**config.mk**
```make
export PLATFORM = sky130hd
export DESIGN_NAME = vlc_cell
export DESIGN_NICKNAME = d
export VERILOG_FILES = /design/src/rtl/core/vlc_pkg.sv /design/src/rtl/core/vlc_cell.sv
export SDC_FILE = /design/constraint.sdc
export NUM_CORES = 1
export LEC_CHECK = 0
export BUFFER_PORTS_ARGS = -buffer_cell sky130_fd_sc_hd__buf_2
export CAP_MARGIN = 20
export CORE_AREA = 2 2 220 222
export DETAILED_ROUTE_END_ITERATION = 10
export DIE_AREA = 0 0 222 224
export GPL_TIMING_DRIVEN = 0
export SKIP_LAST_GASP = 1
export SYNTH_ARGS = -nofsm -noshare
export SYNTH_HDL_FRONTEND = slang
export SYNTH_SLANG_ARGS = --single-unit
```
**constraint.sdc**
```tcl
create_clock -name clk -period 5.3 [get_ports clk]
set_clock_uncertainty 0.2 [all_clocks]
set_input_delay 0.53 -clock clk [delete_from_list [all_inputs] [get_ports clk]]
set_output_delay 0.53 -clock clk [all_outputs]
set_load 0.03 [all_outputs]
```
**src/rtl/core/vlc_pkg.sv**
```systemverilog
package vlc_pkg;

	localparam int unsigned CMD_W  = 2;
	localparam int unsigned PAGE_W = 32;
	localparam int unsigned REV_W  = 64;
	localparam int unsigned PAY_W  = 32;
	localparam int unsigned OCC_W  = 5;

	typedef enum logic [CMD_W-1:0] {
		CMD_LOOKUP = 2'd0,
		CMD_PUT    = 2'd1,
		CMD_EVICT  = 2'd2
	} cmd_e_t;

	// Row operations applied by every cell in the same cycle.
	typedef enum logic [1:0] {
		SH_HOLD    = 2'd0,
		SH_PROMOTE = 2'd1,
		SH_ALL     = 2'd2,
		SH_UP      = 2'd3
	} shift_op_t;

	typedef enum logic [1:0] {
		ST_IDLE = 2'd0,
		ST_SCAN = 2'd1,
		ST_DONE = 2'd2
	} state_t;

	typedef struct packed {
		logic              valid;
		logic [PAGE_W-1:0] page;
		logic [REV_W-1:0]  revision;
		logic [PAY_W-1:0]  payload;
	} entry_t;

	typedef struct packed {
		logic             tok;
		logic             found;
		logic             revok;
		logic [PAY_W-1:0] payload;
	} scan_t;

	typedef struct packed {
		shift_op_t         op;
		logic [PAGE_W-1:0] page;
		logic [REV_W-1:0]  revision;
	} ctl_t;

endpackage

```
**src/rtl/core/vlc_cell.sv**
```systemverilog
module vlc_cell (
	input  logic            clk,
	input  logic            arst_n,
	input  vlc_pkg::ctl_t   ctl,
	input  vlc_pkg::entry_t left,
	input  vlc_pkg::entry_t right,
	input  logic            earlier,
	input  vlc_pkg::scan_t  scan_in,
	output vlc_pkg::entry_t entry,
	output vlc_pkg::scan_t  scan_out,
	output logic            incl
);
	import vlc_pkg::*;

	logic              valid_q;
	logic [PAGE_W-1:0] page_q;
	logic [REV_W-1:0]  rev_q;
	logic [PAY_W-1:0]  pay_q;
	logic              incl_q;
	logic              tok_q;
	logic              found_q;
	logic              revok_q;
	logic [PAY_W-1:0]  scan_pay_q;
	logic              match;
	logic              revok;
	logic              take_left;
	logic              take_right;
	entry_t            next_ent;

	assign match = valid_q && (page_q == ctl.page);
	assign revok = (rev_q == ctl.revision);

	// Cells up to and including the matching one move one place toward
	// the tail on a promote; cells from the match on move toward the head
	// when an entry is removed.
	always_comb begin
		take_left  = 1'b0;
		take_right = 1'b0;
		case (ctl.op)
			SH_PROMOTE: take_left  = !earlier;
			SH_ALL:     take_left  = 1'b1;
			SH_UP:      take_right = incl_q;
			default:    ;
		endcase
		next_ent = take_left ? left : right;
	end

	always_ff @(posedge clk or negedge arst_n) begin
		if (!arst_n) begin
			valid_q <= 1'b0;
			incl_q  <= 1'b0;
			tok_q   <= 1'b0;
		end else begin
			tok_q <= scan_in.tok;
			if (scan_in.tok) begin
				incl_q <= scan_in.found || match;
			end
			if (take_left || take_right) begin
				valid_q <= next_ent.valid;
			end
		end
	end

	always_ff @(posedge clk) begin
		if (scan_in.tok) begin
			found_q    <= scan_in.found || match;
			revok_q    <= match ? revok : scan_in.revok;
			scan_pay_q <= match ? pay_q : scan_in.payload;
		end
		if (take_left || take_right) begin
			page_q <= next_ent.page;
			rev_q  <= next_ent.revision;
			pay_q  <= next_ent.payload;
		end
	end

	assign entry    = '{valid: valid_q, page: page_q, revision: rev_q, payload: pay_q};
	assign scan_out = '{tok: tok_q, found: found_q, revok: revok_q, payload: scan_pay_q};
	assign incl     = incl_q;

endmodule

```
==> results of run 1 <==
==> layout by cell type, fill, tap and decap left out, types with 3 or more instances in the layout <==
cell type and n:
ha_1 3, mux2_4 28, nand4_1 10, mux2_2 133, dfrtp_1 3, buf_2 568, buf_6 3, inv_1 3
bufinv_16 3, nor4_1 18, buf_4 4, edfxtp_1 162, clkbuf_1 7, xor2_1 68, clkbuf_16 17, xnor2_1 28
==> per-stage QoR <==
stage | std cells | worst slack, ps | utilization, %
6_report | 1701 | 2080 | 26.2
5_1_grt | 1701 | 1800 | 26.2
4_1_cts | 1701 | 1850 | 26.2
3_5_place_dp | 1669 | 1340 | 24.9
3_3_place_gp | 1665 | -2700 | 24.7
2_1_floorplan | 492 | 327 | -
==> timing repair <==
| item | in CTS | in global routing |
|---|---|---|
| hold endpoints to repair | 3 | 0 |
| hold buffers | 1 | 0 |
| setup endpoints to repair | 0 | 0 |
==> final cells by class <==
type / instances / area [um2]
clock buffers: 19 / 433
well taps: 615 / 769
fillers: 4973 / 35000
clock inverters: 12 / 154
flip-flops and latches: 165 / 4940
plain buffers: 21 / 128
inverters: 3 / 11.3
repair buffers: 563 / 2880
multi-input cells: 303 / 3070
==> critical path, cell delays in order <==
cell	delay, ps
buf_2	100
inv_1	40
ha_1	160
nor2b_1	130
o21bai_1	490
clkbuf_1	710
buf_2	450
nand2_4	200
buf_16	240
==> power groups by stage <==
stage	registers (uW)	logic, uW	clock network (uW)
after global placement	1690	795	0
after global routing	1660	859	1370
final	1650	808	1280
after floorplan	1880	248	0
after CTS	1650	819	1320
after detailed placement	1680	816	0
==> metal layers <==
layer  routed length (um)  share of wire [%]  up-vias  global-route usage (%)
met5                   27              0.087        -                       0
li1                     -                  -     3033                       -
met4                  646                2.1        4                    4.16
met2                15900                 51      370                    21.9
met3                 2370                7.6       51                    4.38
met1                12000                 39     3040                    13.6
==> path summary, 6_finish.rpt <==
path | from | endpoint | depth (start not counted)
min | left[128] | valid_q$_DFFE_PN0P_ | 3
max reg2reg | page_q[28]$_DFFE_PP_ | scan_pay_q[24]$_DFFE_PP_ | 6
min reg2reg | pay_q[6]$_DFFE_PP_ | scan_pay_q[6]$_DFFE_PP_ | 1
min in group asynchronous | arst_n | valid_q$_DFFE_PN0P_ | 2
max | ctl[97] | rev_q[15]$_DFFE_PP_ | 9
max in group asynchronous | arst_n | incl$_DFFE_PN0P_ | 2
==> sequential cells by signal, indices dropped and copies added (netlist names) <==
register	cells
rev_q	64
pay_q	32
valid_q	1
scan_pay_q	32
tok_q	1
found_q	1
revok_q	1
page_q	32
incl	1
==> cell families after synthesis <==
kind of cell    count (synthesis)
fa+ha+maj                       3
mux                           162
simple gates                   39
xor+xnor                       96
compound gates                  3
flops                         165
buf+inv                        24
==> impl_metrics.toml, run 1 <==
[timing]
post-route-min-period_ps = 3220
tightest_slew_ps = 929
slew_violations = 0
slew_headroom_pct = 38.1
fin_crit_sh_pct = 60.7
max_freq_ghz = 0.311
tns_ps = 0
hold_ws_ps = 151
rsz0062_at_grt = "no"
hold_violations = 0
final-setup-viol-count = 0

[synthesis]
yosys.area_share.simple_pct = 2.93
yosysMostFrequentCell = "edfxtp_1"
synth-seq-cells = 165
synth.area.top_cells = "edfxtp_1, mux2_2, xor2_1"
yosys_warnings = 0
synthMuxAreaShare_pct = 23.7
synthArstFlopShare_pct = 1.82
synth_top_family_by_area = "multiplexers"
synth_compound_area_share_pct = 0.230
synth_fp_nets = 889
seq_area_frac_synth_pct = 60.7
synth_edf_count = 162
synth_cells = 492
synth_top_area_share_pct = 59.7
synthAdderAreaFrac_pct = 0.461
yosysTopAreaCell = "edfxtp_1"
syn_area_um2 = 8140
synth_ff_type = "edfxtp_1"
avgSynthCellArea_um2 = 16.6
synth_xor_area_share_pct = 10.3
ys_top_cells_by_count = "edfxtp_1, mux2_2, xor2_1, mux2_4, xnor2_1"
ys_types = 26

[place]
dp_hpwl_um = 25800
port_buffers = 558
globalplace.congestion = 0.883
dpl_cell_area_um2 = 11800

[critical_path]
critical_path_class = "in -> reg"
cp.required_ps = 5250
crit_arrival_ps = 3170
crit_path_start_kind = "input port"
end_kind = "flip-flop"
r2r_setup_slack_ps = 2390
critPathMaxFanout = 65

[layout]
nNetsFinal = 1471
area_growth_pct = 52.1
diodes = 0
drive_above_1_share_pct = 70.9
fin_area_um2 = 12400

[routing]
drtAntennaViolNets = 0
drt-initial-drc-count = 258
drc_errors = 0
vias = 6498
via_per_inst = 3.82
wl_um = 31000
wl_per_cell_um = 18.2
drt_first_pass_iters = 4

[clocking]
cts_max_level = 4
clockBufferDepth = 2
cts_tree = "yes"
cts_setup_buffers = 0
cts.sinks = 165
ctsResizeCount = 0
insertion_delay_ps = 470
numCtsBuffers = 17
clk_pin_slew_ps = 60
cts-root-buf = "clkbuf_16"

[worst_hold_path]
hold_path.class = "in -> reg"

[power_and_ir_drop]
ir_drop_uv = 131
power_uw = 3730
switching_share_pct = 28.9
power_density_nw_per_um2 = 301
p_leak_uw = 0.00543
power_switching_uw = 1080
seqPwrFrac_pct = 44.2
combPwrFrac_pct = 21.6
clkPwrFrac_pct = 34.2
p_int_uw = 2650

[floorplanning]
initial_core_util_pct = 17.2
io_pins = 559
coreArea_um2 = 47300
die_w_um = 222
dieArea_um2 = 49700
die_y_um = 224
rows = 80

[global_route]
grt-ovfl-total = 0
antenna_found_initial = 6
grt_max_degree = 66
grt_pass1_wl_um = 43600
grt.total_usage_pct = 12.3
first_global_vias = 6988

[outcome]
outcome = "complete, no violations"

[run]
drv_cap = 0
(Power assumes the default switching activity.)
==> run 2, diff against run 1 <==
==> constraint.sdc (replaced) <==
create_clock -name clk -period 3.2 [get_ports clk]
set_clock_uncertainty 0.2 [all_clocks]
set_input_delay 0.32 -clock clk [delete_from_list [all_inputs] [get_ports clk]]
set_output_delay 0.32 -clock clk [all_outputs]
set_load 0.03 [all_outputs]
==> impl_metrics.toml, run 2 (synthesis results as in run 1) <==
[layout]
ff_latch_area_um2 = 4940
final_cell_mix = "buf_2, dlygate4sd3_1, edfxtp_1"
nNetsFinal = 1759
layout_commonest_cell = "buf_2"
multi_input_area_um2 = 3090
area_growth_pct = 87.3
postLayoutCoreUtil_pct = 32.2
largest_register = "rev_q"
fill_cells = 4647
largest_reg_flops = 64
drive_above_1_share_pct = 56.1

[global_route]
antenna_found_initial = 8
grt.total_usage_pct = 14.5
first_global_vias = 8507
grt-ovfl-total = 0
grt_max_degree = 74
grt_pass1_wl_um = 51600

[power_and_ir_drop]
p_int_uw = 4530
power_switching_uw = 1900
clkPwrFrac_pct = 31.1
combPwrFrac_pct = 26.3
power_density_nw_per_um2 = 422
ir_drop_uv = 319
p_leak_uw = 0.00661
seqPwrFrac_pct = 42.6
switching_share_pct = 29.6

[critical_path]
slowest_delay_ps = 440
r2r_start = "page_q[31]$_DFFE_PP_"
cp.required_ps = 3220
r2r_setup_slack_ps = 310
reg2reg_depth = 6
cp_cell_sequence = "xnor2_1 -> nand4_1 -> nor4_2 -> nand3_2 -> buf_6 -> mux2_4"
critPathMaxFanout = 10
cp_top_family = "simple AND/OR/NAND/NOR gates"
crit_path_start_kind = "flip-flop"
crit_path_top_delay_cell = "edfxtp_1"
crit_arrival_ps = 2900
startpoint = "page_q[31]$_DFFE_PP_"
end_kind = "flip-flop"
reg2reg_to = "scan_pay_q[8]$_DFFE_PP_"
critical_path_class = "reg -> reg"
critPathBufInv = 1

[timing]
slew_headroom_pct = 35.5
post-route-min-period_ps = 2890
hold_ws_ps = 56.4
max_freq_ghz = 0.347
tightest_slew_ps = 958
setup_ws_ps = 314
hold_violations = 0
slew_violations = 0
fin_crit_sh_pct = 90.2
final-setup-viol-count = 0
rsz0062_at_grt = "no"

[clocking]
cts_max_level = 4
clockBufferDepth = 2
numCtsBuffers = 17
insertion_delay_ps = 470
cts.sinks = 165
clk_pin_slew_ps = 60
cts_setup_buffers = 0
cts-root-buf = "clkbuf_16"
cts_tree = "yes"

[routing]
drt_first_pass_iters = 4
wl_per_cell_um = 18.6
drtAntennaViolNets = 0
drt-initial-drc-count = 323
via_per_inst = 3.89
drc_errors = 0
wl_um = 37100
vias = 7764

[worst_hold_path]
whs_endpoint = "rev_q[63]$_DFFE_PP_"
hold_path_depth = 2
hold_path.class = "in -> reg"
min_from = "left[95]"

[outcome]
outcome = "complete, no violations"

[place]
pre_cts_slack_ps = -844
globalplace.congestion = 0.870
port_buffers = 558
dp_hpwl_um = 27700

[floorplanning]
rows = 80
die_w_um = 222
dieArea_um2 = 49700
die_y_um = 224
initial_core_util_pct = 17.2
io_pins = 559
coreArea_um2 = 47300

[run]
drv_cap = 0
-- run 2: cell types whose count changed in the layout (fill, tap and decap cells not counted), moves of 2 or more --
cell / previous run / this run
bufinv_16: 3 / 1
clkinv_4: 2 / 0
diode_2: 0 / 5
clkinvlp_4: 2 / 4
dlygate4sd3_1: 1 / 291
-- run 2: metrics by stage --
step | area (um2) | total power [uW] | instances | setup TNS [ps]
after floorplan | 8150 | 3510 | 492 | 0
after global placement | 11700 | 4110 | 1665 | -210050
after detailed placement | 11800 | 4130 | 1667 | -114010
after CTS | 15200 | 6520 | 1990 | 0
after global routing | 15200 | 6700 | 1993 | 0
final | 15300 | 6440 | 1995 | 0
-- run 2: how the worst max path moves through the flow --
stage | end | slack, ps | cells past startpoint
after floorplan | page_q[0]$_DFFE_PP_ | 460 | 7
after global placement | rev_q[30]$_DFFE_PP_ | -1450 | 7
after detailed placement | rev_q[31]$_DFFE_PP_ | -840 | 8
after CTS | rev_q[36]$_DFFE_PP_ | 6 | 9
after global routing | rev_q[36]$_DFFE_PP_ | 130 | 9
final | scan_pay_q[8]$_DFFE_PP_ | 310 | 6
-- run 2: metal layers --
layer | wire length [um] | GRT usage, % | up-vias
li1 | - | - | 3613
met1 | 13700 | 15.0 | 3635
met2 | 19100 | 26.1 | 435
met3 | 2600 | 4.26 | 79
met4 | 1720 | 8.48 | 2
met5 | 13 | 0 | -
-- run 2: power by group through the flow --
| stage | registers, uW | clock network, uW | logic [uW] |
|---|---|---|---|
| after floorplan | 3090 | 0 | 413 |
| after global placement | 2790 | 0 | 1320 |
| after detailed placement | 2780 | 0 | 1350 |
| after CTS | 2740 | 2100 | 1690 |
| after global routing | 2760 | 2160 | 1790 |
| final | 2740 | 2000 | 1690 |
-- run 2: area by class of cell --
class / count / area share, %
Multi-Input combinational cell: 303 / 20.3
Clock buffer: 21 / 2.95
Clock inverter: 11 / 0.664
Buffer: 21 / 0.845
Tap cell: 615 / 5.05
Antenna cell: 5 / 0.0820
Timing Repair Buffer: 851 / 37.7
Inverter: 3 / 0.0738
Sequential cell: 165 / 32.4
-- run 2: what timing repair did --
action | CTS | global route
hold buffers | 291 | 0
setup endpoints to repair | 73 | 110
hold endpoints to repair | 166 | 0
resized for setup | 1 | 2
-- run 2: worst reg2reg max path, delay by kind of cell (launching register included) --
family / cells / cell delay (ps)
and+or+nand+nor: 3 / 1100
buffers and inverters: 1 / 340
DFF: 1 / 440
muxes: 1 / 310
xor gates and xnor gates: 1 / 240
